### src/hw/rtl/sprite_row_rle_decoder_defines.svh
// -----------------------------------------------------------------------------
// Sprite row RLE decoder assertion macros
// Shared concurrent assertion forms used by the decoder top level.
// -----------------------------------------------------------------------------
`ifndef SPRITE_ROW_RLE_DECODER_DEFINES_SVH
`define SPRITE_ROW_RLE_DECODER_DEFINES_SVH

// same-cycle implication, disabled during reset
`define SRRD_ASSERT_IMP(label, clk, rstn, ante, cons, msg) \
    label: assert property (@(posedge clk) disable iff (!(rstn)) (ante) |-> (cons)) \
        else $error(msg);

// next-cycle implication, disabled during reset
`define SRRD_ASSERT_NEXT(label, clk, rstn, ante, cons, msg) \
    label: assert property (@(posedge clk) disable iff (!(rstn)) (ante) |=> (cons)) \
        else $error(msg);

`endif

### src/hw/rtl/srrd_pkg.sv
// -----------------------------------------------------------------------------
// Sprite row RLE decoder package
// Payload types, header field constants and controller/datapath interface.
// -----------------------------------------------------------------------------
`timescale 1ns / 1ps
`default_nettype none

package srrd_pkg;

    localparam int BYTE_W     = 8;
    localparam int COL_W      = 9;
    localparam int ROW_W      = 8;
    localparam int COUNT_W    = 6;
    localparam int SKIP_W     = 7;
    localparam int SKIP_BIT   = 7;
    localparam int REPEAT_BIT = 6;

    localparam logic [BYTE_W-1:0] WIDTH_RESET = 8'hFF;

    typedef struct packed {
        logic [BYTE_W-1:0] data_byte;
        logic              row_start;
        logic [ROW_W-1:0]  row_number;
    } in_t;

    typedef struct packed {
        logic [COL_W-1:0]  pixel_x;
        logic [ROW_W-1:0]  pixel_y;
        logic [BYTE_W-1:0] color_index;
        logic              last_of_run;
    } out_t;

    typedef enum logic [1:0] {
        COL_HOLD,
        COL_CLEAR,
        COL_SKIP,
        COL_STEP
    } col_op_t;

    typedef struct packed {
        logic    load_row;
        col_op_t col_op;
        logic    run_load;
        logic    run_dec;
        logic    color_load;
        logic    emit;
        logic    emit_last;
        logic    emit_held_color;
    } cmd_t;

    typedef struct packed {
        logic out_valid;
        logic width_zero;
        logic hdr_skip;
        logic hdr_repeat;
        logic count_zero;
        logic skip_end;
        logic step_end;
        logic run_one;
    } status_t;

endpackage

`default_nettype wire

### src/hw/rtl/srrd_ctrl.sv
// -----------------------------------------------------------------------------
// Sprite row RLE decoder controller
// Tracks the decode mode and sequences repeat runs over the output register.
// -----------------------------------------------------------------------------
`timescale 1ns / 1ps
`default_nettype none

module srrd_ctrl (
    input  wire logic             aclk,
    input  wire logic             aresetn,
    input  wire logic             s_valid,
    output logic                  s_ready,
    input  wire logic             s_row_start,
    input  wire logic             m_ready,
    input  wire srrd_pkg::status_t status,
    output srrd_pkg::cmd_t        cmd
);

    typedef enum logic [1:0] {
        MODE_DONE,
        MODE_HEADER,
        MODE_REPEAT,
        MODE_LITERAL
    } mode_t;

    typedef enum logic {
        ST_IDLE,
        ST_RUN
    } state_t;

    state_t state_reg, state_next;
    mode_t  mode_reg, mode_next;
    mode_t  mode_eff;
    mode_t  mode_end_step;
    logic   slot_free;
    logic   accept;

    assign slot_free     = !status.out_valid || m_ready;
    assign s_ready       = (state_reg == ST_IDLE) && slot_free;
    assign accept        = s_valid && s_ready;
    assign mode_end_step = status.step_end ? MODE_DONE : MODE_HEADER;

    always_comb begin
        if (s_row_start) begin
            mode_eff = status.width_zero ? MODE_DONE : MODE_HEADER;
        end else begin
            mode_eff = mode_reg;
        end
    end

    always_comb begin
        cmd        = '0;
        cmd.col_op = srrd_pkg::COL_HOLD;
        state_next = state_reg;
        mode_next  = mode_reg;
        unique case (state_reg)
            ST_IDLE: begin
                if (accept) begin
                    mode_next = mode_eff;
                    if (s_row_start) begin
                        cmd.load_row = 1'b1;
                        cmd.col_op   = srrd_pkg::COL_CLEAR;
                    end
                    unique case (mode_eff)
                        MODE_HEADER: begin
                            if (status.hdr_skip) begin
                                cmd.col_op = srrd_pkg::COL_SKIP;
                                mode_next  = status.skip_end ? MODE_DONE : MODE_HEADER;
                            end else begin
                                cmd.run_load = 1'b1;
                                if (!status.count_zero) begin
                                    mode_next = status.hdr_repeat ? MODE_REPEAT : MODE_LITERAL;
                                end
                            end
                        end
                        MODE_LITERAL: begin
                            cmd.emit      = 1'b1;
                            cmd.emit_last = 1'b1;
                            cmd.col_op    = srrd_pkg::COL_STEP;
                            cmd.run_dec   = 1'b1;
                            if (status.run_one) begin
                                mode_next = mode_end_step;
                            end
                        end
                        MODE_REPEAT: begin
                            cmd.emit       = 1'b1;
                            cmd.emit_last  = status.run_one;
                            cmd.color_load = 1'b1;
                            cmd.col_op     = srrd_pkg::COL_STEP;
                            cmd.run_dec    = 1'b1;
                            if (status.run_one) begin
                                mode_next = mode_end_step;
                            end else begin
                                state_next = ST_RUN;
                            end
                        end
                        default: begin
                        end
                    endcase
                end
            end
            ST_RUN: begin
                if (slot_free) begin
                    cmd.emit            = 1'b1;
                    cmd.emit_last       = status.run_one;
                    cmd.emit_held_color = 1'b1;
                    cmd.col_op          = srrd_pkg::COL_STEP;
                    cmd.run_dec         = 1'b1;
                    if (status.run_one) begin
                        mode_next  = mode_end_step;
                        state_next = ST_IDLE;
                    end
                end
            end
            default: begin
                state_next = ST_IDLE;
            end
        endcase
    end

    always_ff @(posedge aclk) begin
        if (!aresetn) begin
            state_reg <= ST_IDLE;
            mode_reg  <= MODE_DONE;
        end else begin
            state_reg <= state_next;
            mode_reg  <= mode_next;
        end
    end

endmodule

`default_nettype wire

### src/hw/rtl/srrd_datapath.sv
// -----------------------------------------------------------------------------
// Sprite row RLE decoder datapath
// Column, row, run count, held color and width registers plus the pixel output register.
// -----------------------------------------------------------------------------
`timescale 1ns / 1ps
`default_nettype none

module srrd_datapath (
    input  wire logic                            aclk,
    input  wire logic                            aresetn,
    input  wire logic                            cfg_valid,
    input  wire logic [srrd_pkg::BYTE_W-1:0]     cfg_data,
    input  wire srrd_pkg::in_t                   s_data,
    input  wire logic                            m_ready,
    output logic                                 m_valid,
    output srrd_pkg::out_t                       m_data,
    input  wire srrd_pkg::cmd_t                  cmd,
    output srrd_pkg::status_t                    status
);

    logic [srrd_pkg::BYTE_W-1:0]  width_reg;
    logic [srrd_pkg::COL_W-1:0]   column_reg, column_next;
    logic [srrd_pkg::ROW_W-1:0]   row_reg;
    logic [srrd_pkg::COUNT_W-1:0] run_reg, run_next;
    logic [srrd_pkg::BYTE_W-1:0]  color_reg;
    logic                         out_valid_reg, out_valid_next;
    srrd_pkg::out_t               out_reg;

    logic [srrd_pkg::COL_W-1:0]   skip_base;
    logic [srrd_pkg::COL_W-1:0]   skip_sum;
    logic [srrd_pkg::COL_W-1:0]   step_sum;
    logic [srrd_pkg::COL_W-1:0]   width_ext;

    assign skip_base = s_data.row_start ? '0 : column_reg;
    assign skip_sum  = skip_base
                     + {{(srrd_pkg::COL_W-srrd_pkg::SKIP_W){1'b0}},
                        s_data.data_byte[srrd_pkg::SKIP_W-1:0]};
    assign step_sum  = column_reg + {{(srrd_pkg::COL_W-1){1'b0}}, 1'b1};
    assign width_ext = {{(srrd_pkg::COL_W-srrd_pkg::BYTE_W){1'b0}}, width_reg};

    assign status.out_valid  = out_valid_reg;
    assign status.width_zero = (width_reg == '0);
    assign status.hdr_skip   = s_data.data_byte[srrd_pkg::SKIP_BIT];
    assign status.hdr_repeat = s_data.data_byte[srrd_pkg::REPEAT_BIT];
    assign status.count_zero = (s_data.data_byte[srrd_pkg::COUNT_W-1:0] == '0);
    assign status.skip_end   = (skip_sum >= width_ext);
    assign status.step_end   = (step_sum >= width_ext);
    assign status.run_one    = (run_reg == {{(srrd_pkg::COUNT_W-1){1'b0}}, 1'b1});

    assign m_valid = out_valid_reg;
    assign m_data  = out_reg;

    always_comb begin
        unique case (cmd.col_op)
            srrd_pkg::COL_CLEAR: column_next = '0;
            srrd_pkg::COL_SKIP:  column_next = skip_sum;
            srrd_pkg::COL_STEP:  column_next = step_sum;
            default:             column_next = column_reg;
        endcase
    end

    always_comb begin
        if (cmd.run_load) begin
            run_next = s_data.data_byte[srrd_pkg::COUNT_W-1:0];
        end else if (cmd.run_dec) begin
            run_next = run_reg - {{(srrd_pkg::COUNT_W-1){1'b0}}, 1'b1};
        end else begin
            run_next = run_reg;
        end
    end

    always_comb begin
        if (cmd.emit) begin
            out_valid_next = 1'b1;
        end else if (m_ready) begin
            out_valid_next = 1'b0;
        end else begin
            out_valid_next = out_valid_reg;
        end
    end

    always_ff @(posedge aclk) begin
        if (!aresetn) begin
            width_reg     <= srrd_pkg::WIDTH_RESET;
            column_reg    <= '0;
            row_reg       <= '0;
            run_reg       <= '0;
            out_valid_reg <= 1'b0;
        end else begin
            if (cfg_valid) begin
                width_reg <= cfg_data;
            end
            if (cmd.load_row) begin
                row_reg <= s_data.row_number;
            end
            column_reg    <= column_next;
            run_reg       <= run_next;
            out_valid_reg <= out_valid_next;
        end
    end

    always_ff @(posedge aclk) begin
        if (cmd.color_load) begin
            color_reg <= s_data.data_byte;
        end
        if (cmd.emit) begin
            out_reg.pixel_x     <= column_reg;
            out_reg.pixel_y     <= row_reg;
            out_reg.color_index <= cmd.emit_held_color ? color_reg : s_data.data_byte;
            out_reg.last_of_run <= cmd.emit_last;
        end
    end

endmodule

`default_nettype wire

### src/hw/rtl/sprite_row_rle_decoder.sv
// -----------------------------------------------------------------------------
// Sprite row RLE decoder
// Turns a sprite row's run-length byte stream into column/row/color pixels.
// -----------------------------------------------------------------------------
// A repeat color byte starts a run of 1 to 63 pixels, and the input is held
// for the rest of the run, since the single output register moves one pixel
// per cycle while m_ready holds. A new byte is taken while the last pixel
// waits, as soon as that pixel leaves in the same cycle. The user must write
// frame_width through the cfg channel, always ready, only while the block is
// idle; the block does not enforce it. No clearing pass follows reset.
`timescale 1ns / 1ps
`default_nettype none
`include "sprite_row_rle_decoder_defines.svh"

module sprite_row_rle_decoder (
    input  wire logic                        aclk,
    input  wire logic                        aresetn,
    input  wire logic                        cfg_valid,
    output logic                             cfg_ready,
    input  wire logic [srrd_pkg::BYTE_W-1:0] cfg_data,
    input  wire logic                        s_valid,
    output logic                             s_ready,
    input  wire srrd_pkg::in_t               s_data,
    output logic                             m_valid,
    input  wire logic                        m_ready,
    output srrd_pkg::out_t                   m_data
);

    srrd_pkg::cmd_t    cmd;
    srrd_pkg::status_t status;

    assign cfg_ready = 1'b1;

    srrd_ctrl u_ctrl (
        .aclk        (aclk),
        .aresetn     (aresetn),
        .s_valid     (s_valid),
        .s_ready     (s_ready),
        .s_row_start (s_data.row_start),
        .m_ready     (m_ready),
        .status      (status),
        .cmd         (cmd)
    );

    srrd_datapath u_datapath (
        .aclk      (aclk),
        .aresetn   (aresetn),
        .cfg_valid (cfg_valid),
        .cfg_data  (cfg_data),
        .s_data    (s_data),
        .m_ready   (m_ready),
        .m_valid   (m_valid),
        .m_data    (m_data),
        .cmd       (cmd),
        .status    (status)
    );

    `SRRD_ASSERT_IMP(a_emit_slot_free, aclk, aresetn,
        cmd.emit, (!m_valid || m_ready), "pixel emitted over a stalled one")
    `SRRD_ASSERT_IMP(a_stall_blocks_input, aclk, aresetn,
        (m_valid && !m_ready), !s_ready, "input taken while output stalled")
    `SRRD_ASSERT_NEXT(a_emit_shows, aclk, aresetn,
        cmd.emit, m_valid, "emitted pixel not presented")

endmodule

`default_nettype wire

### config.mk
export PLATFORM = sky130hd
export DESIGN_NAME = sprite_row_rle_decoder
export DESIGN_NICKNAME = d
export VERILOG_FILES = /design/src/hw/rtl/srrd_pkg.sv /design/src/hw/rtl/srrd_ctrl.sv /design/src/hw/rtl/srrd_datapath.sv /design/src/hw/rtl/sprite_row_rle_decoder.sv
export VERILOG_INCLUDE_DIRS = /design/src /design/src/hw/rtl
export SDC_FILE = /design/constraint.sdc
export NUM_CORES = 1
export LEC_CHECK = 0
export ABC_AREA = 1
export BUFFER_PORTS_ARGS = -buffer_cell sky130_fd_sc_hd__buf_2
export CELL_PAD_IN_SITES_DETAIL_PLACEMENT = 0
export CELL_PAD_IN_SITES_GLOBAL_PLACEMENT = 1
export CORE_MARGIN = 2
export CORE_UTILIZATION = 42
export DETAILED_ROUTE_END_ITERATION = 12
export PLACE_DENSITY_LB_ADDON = 0.25
export SETUP_SLACK_MARGIN = 0.2
export SLEW_MARGIN = 15
export SYNTH_ARGS = -nofsm -noshare
export SYNTH_HDL_FRONTEND = slang
export SYNTH_SLANG_ARGS = --single-unit
### constraint.sdc
create_clock -name aclk -period 3.6 [get_ports aclk]
set_input_delay 0.54 -clock aclk [delete_from_list [all_inputs] [get_ports aclk]]
set_output_delay 0.54 -clock aclk [all_outputs]
set_load 0.02 [all_outputs]
==> flow_metrics.tcl <==
set metrics [dict create \
    areaGrowthSynthToFinish_pct 16.4 \
    synthTopCellsByCount "nand2_1, nor2_1, inv_1, dfxtp_1, edfxtp_1" \
    initial_core_util_pct 43.1 \
    relSlewSlack_pct 52.4 \
    grt_max_degree 30 \
    dp_hpwl_um 6870 \
    dieArea_mm2 0.00973 \
    grt_util_met2_pct 34.0 \
    ant_nets 0 \
    grt.busiest_layer "met2" \
    finalClockSkew_ps 11.3 \
    hold_buffers 0 \
    largest_reg_flops 26 \
    status "finished clean" \
    place_congestion 0.921 \
    clockBufferDepth 2 \
    slew_viol_final 0 \
    yosys.area_share.xor_xnor_pct 3.26 \
    hold_class "in -> reg" \
    totalPowerFinal_mw 1.84 \
    critPathArrivalTime_ps 3140 \
    drcViolationCount 0 \
    drtIter0Drc 114 \
    clk_latency_ps 330 \
    rsz0062_at_grt "false" \
    grt_antenna_before_repair 0 \
    clkTransAtPathRegs_ps 80 \
    grt_pass1_vias 3112 \
    synth-simple-area-share_pct 25.9 \
    vias 3167 \
    synthCells 463 \
    power.density_mw_per_mm2 421 \
    nets 581 \
    core_mm2 0.00872 \
    setup_tns_ps 0 \
    synth_area_leaders "edfxtp_1, dfxtp_1, nand2_1, ha_1, nor2_1" \
    rr_worst_depth 18 \
    wl_per_cell_um 14.2 \
    cts_tree "done" \
    use_met3_pct 4.26 \
    io_pins 59 \
    synth_area_per_cell_um2 8.12 \
    grt.overflow.total 0 \
    fmax_ghz 0.349 \
    vdd_drop_max_mv 0.173 \
    gr-usage-met1_pct 25.7 \
    slowest_stage "fa_1" \
    synthArstFlopShare_pct 0 \
    drt_pass1_iterations 4 \
    startpoint "u_datapath.column_reg[0]$_SDFFE_PN0P_" \
    synth_top_area_share_pct 27.1 \
    slowest_delay_ps 400 \
    worst_pin_slew_ps 711 \
    drv_cap 0 \
    fp.dieW_um 98.6 \
    total_leakage_power_nw 2.09 \
    layout-drive-gt1-share_pct 17.8 \
    synth_cell_type_count 36 \
    crit_path_end_kind "flip-flop" \
    muxShareOfSynthArea_pct 0 \
    synth_warnings 0 \
    grt_pass1_wl_um 15200 \
    totalWireLength_um 9050 \
    placementRows 34 \
    syn-num-nets 520 \
    synth_compound_area_share_pct 8.55 \
    cts_setup_buffers 0 \
    io_buffers 57 \
    synth-seq-cells 69 \
    worstPathRequired_ps 3870 \
    die_y_um 98.6 \
    min_period_ps 2870 \
    finalSetupViolCount 0 \
    cp-endpoint "u_ctrl.mode_reg[0]$_SDFFE_PN0P_" \
    synth_most_common_cell "nand2_1" \
    r2r_end "u_ctrl.mode_reg[0]$_SDFFE_PN0P_" \
    synth_edf_count 34 \
    crit_chain "inv_1 -> nor2_1 -> ha_1 -> fa_1 -> nand3_1 -> a21oi_1 -> nor3b_1 -> xnor2_1 -> ha_1 -> nand2_1 -> inv_1 -> a21oi_1 -> nand3_1 -> nand2_1 -> nand2_1 -> nand2_1 -> nand2_1 -> a21oi_1" \
    synth_fa_ha_area_share_pct 9.18 \
    cts_sinks 69 \
    cts_made_buffers 9 \
    hold_viol 0 \
    synth_top_family_by_area "simple AND/OR/NAND/NOR gates" \
    setup.worst_path.start_class "flip-flop" \
    grt_use_total_pct 19.9 \
    via_per_inst 4.97 \
    htree_levels 3 \
    critPathMostFrequentCell "nand2_1" \
    reg2reg_slack_ps 730 \
    cts_resized 0 \
    antenna_cells 0 \
    cts-root-buf "clkbuf_8" \
    worstReg2RegStart "u_datapath.column_reg[0]$_SDFFE_PN0P_" \
    ys_seq_area_share_pct 45.8 \
    synth-main-ff-cell "dfxtp_1" \
    yosysTopAreaCell "edfxtp_1" \
    syn_area_mm2 0.00376 \
    worstSetupPathType "reg -> reg" \
    crit_fanout 5 \
    post-route-period-util_pct 79.7 \
]
[stage by stage]
step / area, um^2 / utilization [%] / hold slack (ps) / instances / setup slack [ps]
2_1_floorplan: 3760 / - / 403 / 463 / 784
3_3_place_gp: 4160 / 47.6 / 409 / 621 / 522
3_5_place_dp: 4160 / 47.6 / 411 / 621 / 456
5_1_grt: 4380 / 50.2 / 409 / 637 / 443
6_report: 4380 / 50.2 / 419 / 637 / 731
4_1_cts: 4380 / 50.2 / 399 / 637 / 743
[area by class of cell]
type,instances,area [um^2]
clock buffer,10,138
tap,108,135
fill,859,4340
inverter,61,229
sequential,69,1720
timing repair buffer,59,300
multi-input combinational,324,1770
clock inverter,6,85.1
[routing by layer]
| metal | vias to the layer above | wire [um] |
|---|---|---|
| li1 | 1637 | - |
| met1 | 1473 | 4190 |
| met2 | 52 | 4500 |
| met3 | 5 | 286 |
| met4 | 0 | 73 |
| met5 | - | 0 |
[power by group]
part | internal [mW] | switching, mW | total, mW
Combinational | 0.0901 | 0.166 | 0.256
Sequential | 0.856 | 0.0213 | 0.877
Clock | 0.408 | 0.300 | 0.708
[logic make-up (layout without fill, tap and decap cells)]
family                     count (synthesis)  after routing
and+or+nand+nor                          220            220
buffers and inverters                     70            136
DFF                                       69             69
AOI/OAI and AO/OA                         62             62
adders and majority gates                 27             27
xor gates and xnor gates                  14             14
other                                      1              1
[cell usage in the layout (no fill, tap or decap), types with 6 or more instances in the layout]
master and count:
nand2_1 108, nand3_1 28, edfxtp_1 34, dfxtp_1 35, inv_1 52, xor2_1 11
ha_1 26, buf_2 57, a21oi_1 29, nor2_1 55, inv_2 8, nand4_1 8
nor3_1 6, clkbuf_8 10, o21ai_0 26
[critical path: cells and delay by family, from the launching register on]
kind | cells | cell delay, ps
AND/OR/NAND/NOR | 9 | 830
AO/OA/AOI/OAI | 3 | 310
flip-flops | 1 | 390
XOR/XNOR | 1 | 190
adder cells (fa/ha/maj) | 3 | 910
buffers and inverters | 2 | 190
[worst min path at each step]
stage / from / to / depth (start not counted)
after global routing: cfg_data[1] / u_datapath.width_reg[1]$_SDFFE_PN1P_ / 3
after CTS: cfg_data[1] / u_datapath.width_reg[1]$_SDFFE_PN1P_ / 3
after global placement: u_datapath.row_reg[4]$_SDFFE_PN0P_ / u_datapath.m_data[13]$_DFFE_PP_ / 0
after detailed placement: u_datapath.row_reg[0]$_SDFFE_PN0P_ / u_datapath.m_data[9]$_DFFE_PP_ / 0
final: cfg_data[1] / u_datapath.width_reg[1]$_SDFFE_PN1P_ / 3
after floorplan: u_datapath.row_reg[1]$_SDFFE_PN0P_ / u_datapath.m_data[10]$_DFFE_PP_ / 0
Note: power is estimated with default switching activity, not from simulation.
